===== src/design/rdps_pkg.sv =====
package rdps_pkg;

	localparam int DEF_MAX_WIDTH = 256;
	localparam int DEF_MAX_HEIGHT = 256;

	localparam int TW_N = 624;
	localparam int TW_M = 397;
	localparam int TW_IW = 10;
	localparam int FRAC_BITS = 51;
	localparam int GEO_W = 9;
	localparam int AMT_W = 11;
	localparam int TRIG_W = 16;
	localparam int COORD_W = 8;
	localparam int RGBA_W = 32;

	localparam logic [31:0] MT_MULT = 32'd1812433253;
	localparam logic [31:0] MT_MATRIX = 32'h9908B0DF;
	localparam logic [31:0] MT_TEMPER_B = 32'h9D2C5680;
	localparam logic [31:0] MT_TEMPER_C = 32'hEFC60000;

	typedef enum logic [2:0] {
		REG_WIDTH  = 3'd0,
		REG_HEIGHT = 3'd1,
		REG_AMOUNT = 3'd2,
		REG_COS    = 3'd3,
		REG_SIN    = 3'd4,
		REG_SEED   = 3'd5
	} reg_idx_t;

	typedef enum logic {
		KIND_LOAD = 1'b0,
		KIND_EMIT = 1'b1
	} kind_t;

	typedef enum logic [3:0] {
		ST_IDLE,
		ST_SEED,
		ST_RD_A,
		ST_RD_B,
		ST_RD_C,
		ST_GEN,
		ST_MUL1,
		ST_MUL2,
		ST_PLACE,
		ST_FETCH,
		ST_EMIT
	} state_t;

	typedef struct packed {
		kind_t               kind;
		logic [COORD_W-1:0]  x;
		logic [COORD_W-1:0]  y;
		logic [RGBA_W-1:0]   rgba;
	} item_t;

	typedef struct packed {
		logic [GEO_W-1:0]         width;
		logic [GEO_W-1:0]         height;
		logic [AMT_W-1:0]         amount;
		logic signed [TRIG_W-1:0] cos_v;
		logic signed [TRIG_W-1:0] sin_v;
		logic [31:0]              seed;
	} cfg_t;

	function automatic logic [31:0] tw_twist(input logic [31:0] a, input logic [31:0] b,
			input logic [31:0] c);
		logic [31:0] v;
		logic [31:0] w;
		v = {a[31], b[30:0]};
		w = c ^ (v >> 1);
		if (v[0]) begin
			w = w ^ MT_MATRIX;
		end
		return w;
	endfunction

	function automatic logic [31:0] tw_temper(input logic [31:0] x);
		logic [31:0] y;
		y = x ^ (x >> 11);
		y = y ^ ((y << 7) & MT_TEMPER_B);
		y = y ^ ((y << 15) & MT_TEMPER_C);
		y = y ^ (y >> 18);
		return y;
	endfunction

endpackage


===== src/design/rdps_front.sv =====
module rdps_front import rdps_pkg::*; #(
	parameter int MAX_WIDTH = DEF_MAX_WIDTH,
	parameter int MAX_HEIGHT = DEF_MAX_HEIGHT
) (
	input  logic        clk,
	input  logic        arst_n,
	input  logic        s_tvalid,
	output logic        s_tready,
	input  logic [47:0] s_tdata,
	input  logic        s_tuser,
	output logic        q_valid,
	output item_t       q_item,
	input  logic        q_pop
);

	item_t      ent_q [2];
	logic       rd_ptr_q;
	logic       wr_ptr_q;
	logic [1:0] cnt_q;
	item_t      in_item;
	logic       keep;
	logic       push;

	always_comb begin
		in_item.kind = kind_t'(s_tuser);
		in_item.x = s_tdata[7:0];
		in_item.y = s_tdata[15:8];
		in_item.rgba = s_tdata[47:16];
		keep = (in_item.kind == KIND_EMIT) ||
			((32'(in_item.x) < MAX_WIDTH) && (32'(in_item.y) < MAX_HEIGHT));
	end

	assign s_tready = (cnt_q != 2'd2);
	assign push = s_tvalid && s_tready && keep;
	assign q_valid = (cnt_q != 2'd0);
	assign q_item = ent_q[rd_ptr_q];

	always_ff @(posedge clk or negedge arst_n) begin
		if (!arst_n) begin
			rd_ptr_q <= 1'b0;
			wr_ptr_q <= 1'b0;
			cnt_q <= 2'd0;
		end else begin
			if (push) begin
				wr_ptr_q <= ~wr_ptr_q;
			end
			if (q_pop) begin
				rd_ptr_q <= ~rd_ptr_q;
			end
			cnt_q <= cnt_q + {1'b0, push} - {1'b0, q_pop};
		end
	end

	always_ff @(posedge clk) begin
		if (push) begin
			ent_q[wr_ptr_q] <= in_item;
		end
	end

endmodule


===== config.mk =====
export PLATFORM = sky130hd
export DESIGN_NAME = rdps_front
export DESIGN_NICKNAME = d
export VERILOG_FILES = /design/src/design/rdps_pkg.sv /design/src/design/rdps_front.sv
export SDC_FILE = /design/constraint.sdc
export NUM_CORES = 1
export LEC_CHECK = 0
export ABC_CLOCK_PERIOD_IN_PS = 4000
export BUFFER_PORTS_ARGS = -buffer_cell sky130_fd_sc_hd__buf_2
export CELL_PAD_IN_SITES_DETAIL_PLACEMENT = 1
export CELL_PAD_IN_SITES_GLOBAL_PLACEMENT = 1
export CORE_MARGIN = 5
export CORE_UTILIZATION = 44
export CTS_CLUSTER_DIAMETER = 30
export DETAILED_ROUTE_END_ITERATION = 7
export HOLD_SLACK_MARGIN = 0.1
export PLACE_DENSITY_LB_ADDON = 0.05
export SLEW_MARGIN = 20
export SYNTH_ARGS = -nofsm -noshare
export SYNTH_HDL_FRONTEND = slang
export SYNTH_SLANG_ARGS = --single-unit

===== constraint.sdc =====
create_clock -name clk -period 4 [get_ports clk]
set_clock_uncertainty 0.2 [all_clocks]
set_input_delay 0.2 -clock clk [delete_from_list [all_inputs] [get_ports clk]]
set_output_delay 0.2 -clock clk [all_outputs]
set_load 0.05 [all_outputs]

# == Yosys cells after proc, flatten, opt, wreduce, memory -nomap -nowiden ==
# Memory sizes are Yosys's and may differ from the RTL's.
# Cells that the tools add are included.
# word_totals
word_cells,13
register_bits,4
romBits,0
memories,1
output_inout_bits,51
in_bits,53
mem_bits_rw,98
latchBits,0
# op_classes
order_cmp,0
add_sub_neg,2
bitwise,2
shift,0
div,0
n_eq_ne,1
n_mul,0
reduce_logical,2
mux,2
# memory_table
name,depth,width,read_ports,rd_ports_with_merged_regs,write_ports,line,text
ent_q,2,49,1,0,1,rdps_front.sv:16,item_t ent_q [2];
# ops
operator,count
adder 2 x 1 -> 2 bit,1
2-to-1 mux 1 bit,2
inequality test 2 bit (second input constant),1
inverter 1 bit,2
nonzero test 2 bit,1
subtractor 2 x 1 -> 2 bit,1
logical AND 1 bit,1

# == Depth between registers and ports, before layout ==
# depth
ltp_word,4
mapped_depth,5
depth_no_buf,5

# == Worst setup path after synthesis ==
# OpenSTA, ideal clock, no wires.
# synth_timing
path_kind,register -> register
startpoint,register cnt_q[0]
endpoint,"memory ent_q[0][0] in the netlist's numbering, enable pin"
t_required_ps,3344
arrival_ps,3120
path_stages_with_launch,4
setup_time_ps,456
slack_ps,224
period_less_slack_ps,3776
n_path_buf,0
path_cell_list,dfrtp_1 -> nand2b_1 -> nand2_1 -> nor2_1
# synth_between
elab_chain_len,4
# synth_lines
item,line,text
start: declaration,rdps_front.sv:19,logic [1:0] cnt_q;
start signal: assignment,rdps_front.sv:50,"cnt_q <= cnt_q + {1'b0, push} - {1'b0, q_pop};"
inequality test 2 bit,rdps_front.sv:33,assign s_tready = (cnt_q != 2'd2);
via s_tready,rdps_front.sv:8,"output logic s_tready,"
logical AND 1 bit,rdps_front.sv:34,assign push = s_tvalid && s_tready && keep;
2-to-1 mux 1 bit,rdps_front.sv:55,if (push) begin
2-to-1 mux 1 bit (not written as such),rdps_front.sv:56,ent_q[wr_ptr_q] <= in_item;
end: declaration,rdps_front.sv:16,
# The timed path passes the listed nets, and every way through them passes these cells.

==> impl_results.md <==
* Critical path class: flop to output pin
* CTS root buffer: clkbuf_8
* Worst setup EP type: output pin
* Clock-pin slew on the worst setup and hold paths at about 0.09 ns
* Share of layout cells above drive strength 1 at 51.3%
* CP max stage delay at 1.07 ns
* Status: finished clean
* I/O pin cnt at 104
* DR DRC count at 0
* Layout area overhead at 33.2%
* Largest net degree at the start of global routing at 51
* I/O Buffers at 103
* Die span in y at approximately 100 um
* Cell Area, Synth at 3950 sq um
* Int Pwr at 2.32 mW
* Gate power share at 44.6%
* Die X at 105 um
* Switching Share at between 40% and 50%
* Clock insertion delay at the later pin of the skew report at 0.35 ns
* R2R setup slack at about 1.8 ns
* Sequential area share after synthesis at 77.1%
* Worst Hold End: wr_ptr_q
* Clock network power share at 13.8%
* Via-to-Cell Ratio at 4.62
* PD cells at 763 nW/um^2
* Data required time at the worst endpoint at between 3 and 4 ns
* Critical-path cell list: mux2_4, buf_2
* Max Cap Violations at 0
* Drt pass-1 iters at 4
* CP arrival at approximately 2 ns
* Reg2reg end: ent_q[1][8]
* Reg power frac at 41.7%
* H-tree depth at 3
* 1st-iter DRT viols at 57
* Remaining Overflow, GRT at 0
* TNS Setup at 0 ns
* Hold_ws at 0.362 ns
* #FFs+latches synth at 102
* Final cell count without fillers at 445
* Worst slew pin tran at around 1.0 ns
* Global-route wire length before repair at 11600 um
* CP max FO at 50
* Synth cell types at 16
* Fmax at between 400 and 500 MHz
* GP Congestion at 0.715
* Syn Area/Cell at 23.2 sq um
* Area contributors post-synth: edfxtp_1, mux2_4, dfrtp_1, buf_6, xnor2_1
* Fin. Hold Viols at 0
* GRT Resource Usage Total at 13.7%
* Total Wirelength at 7290 um
* Final nets at 387
* Final slew viol count at 0
* CTS tree: built
* Clk buf depth at 2
* # rows at 34
* ANT nets after route at 0
* Slew headroom at between 30 and 40%
* Post_cts resized at 0
* Hold path depth at 1
* Sinks on Clock Net at 102
* Via count at 2057
* Initial antenna violation count at 0
* Inserted Clock Buffers at 9
* Yosys top cell by area: edfxtp_1
* Hold Crit Class: flop to flop
* Cells on worst reg2reg path at 3
* Core box area at 8720 sq um
* Placed cells at 377
* P_sw at 1.69 mW
* Worst Hold Launch: wr_ptr_q
* Diodes inserted at 0
* Post-layout util at 60.3%
* Synth top area share at between 70% and 80%
* Synth Instances at 170
* WL/cell at 16.4 um
* Startpoint Class: flop
* LEAKAGE at between 2 and 2.5 nW
* VDD IR-drop max at 0.356 mV
* Final Setup Violations at 0
* RSZ-0062 raised after global routing: false
* Fin crit share at 60.2%
* Crit path max-delay cell type: dfrtp_4
* Vias in the first global route at between 2000 and 2500
* Initial Utilization at 45.2%
* Min Tclk post-route at 2.41 ns
* Die ar. at around 11000 sq um
* Reg2reg start: cnt_q[0]
* Syn nets at roughly 220
* YS warnings at 0
* Tot Pwr at 4.01 mW
-- state kept, by name, summed over array words and instances (netlist names) --
signal    count
rd_ptr_q      1
ent_q        98
wr_ptr_q      1
cnt_q         2
-- layout make-up --
cell class	count	area (sq um)
Clock inverter	5	36.3
Tap cell	108	135
Timing Repair Buffer	158	1060
Fill cell	786	3460
Clock buffer	10	128
Sequential cell	102	3050
Multi-Input combinational cell	62	850
-- how the worst max path moves through the flow --
stage               slack (ns)      endpoint  cells past startpoint     start
floorplan                 0.22   ent_q[0][0]                      3  cnt_q[0]
global placement          1.75  ent_q[1][27]                      3  cnt_q[1]
detailed placement        1.72  ent_q[1][20]                      3  cnt_q[1]
CTS                       1.53    q_item[21]                      2  rd_ptr_q
global route              1.49     q_item[1]                      2  rd_ptr_q
finish                    1.59    q_item[22]                      2  rd_ptr_q
-- kinds of logic (layout without fill, tap and decap cells) --
family | after synthesis | count (layout) | synth area share (%)
mux | 49 | 49 | 18.6
xor+xnor | 4 | 4 | 0.888
fa+ha+maj | 1 | 1 | 0.317
buf+inv | 6 | 173 | 1.55
flops | 102 | 102 | 77.1
simple gates | 6 | 6 | 0.983
compound gates | 2 | 2 | 0.476
-- power groups by stage --
stage	Clock (mW)	Sequential, mW	Combinational, mW
global route	0.623	1.70	1.87
floorplan	0	1.55	1.59
CTS	0.572	1.68	1.81
global placement	0	1.69	1.76
detailed placement	0	1.71	1.76
finish	0.551	1.67	1.79
-- per-layer routing --
layer / global-route usage [%] / routed length, um / vias up
li1: - / - / 989
met1: 15.0 / 2950 / 993
met2: 24.4 / 3820 / 64
met3: 3.88 / 395 / 11
met4: 6.12 / 123 / 0
met5: 0 / 0 / -
-- cell usage after synthesis --
master / n
nand2_1: 1
nand2b_1: 1
a21oi_2: 1
nor2_1: 1
nor3b_2: 1
ha_1: 1
a21bo_1: 1
buf_6: 5
or2_2: 1
and3_1: 1
buf_2: 1
edfxtp_1: 98
dfrtp_1: 4
mux2_4: 49
xor2_1: 1
xnor2_1: 3
-- per-stage QoR --
stage,cell area [sq um],setup slack [ns]
6_report,5260,1.59
4_1_cts,5260,1.53
5_1_grt,5260,1.49
3_3_place_gp,4560,1.75
2_1_floorplan,3950,0.224
3_5_place_dp,4560,1.72
-- cells in the final DEF, fill, tap and decap left out, drive strengths merged --
cell type	instances
clkbuf	10
clkinv	2
nor3b	1
ha	1
dfrtp	4
mux2	49
xor2	1
edfxtp	98
clkinvlp	2
nand2b	1
nor2	1
and3	1
a21oi	1
nand2	1
dlygate4sd3	53
xnor2	3
a21bo	1
buf	105
or2	1
inv	1
-- critical path: cells and delay by family, from the launching register on --
kind                   cells  cell delay (ns)
DFF                        1             1.07
muxes                      1             0.36
buffers and inverters      1             0.21
-- what timing repair did --
action	in CTS	in global routing
hold endpoints to repair	106	0
hold buffers	53	0
setup buffers	0	0
No activity file was read; power rests on OpenSTA's default activity.
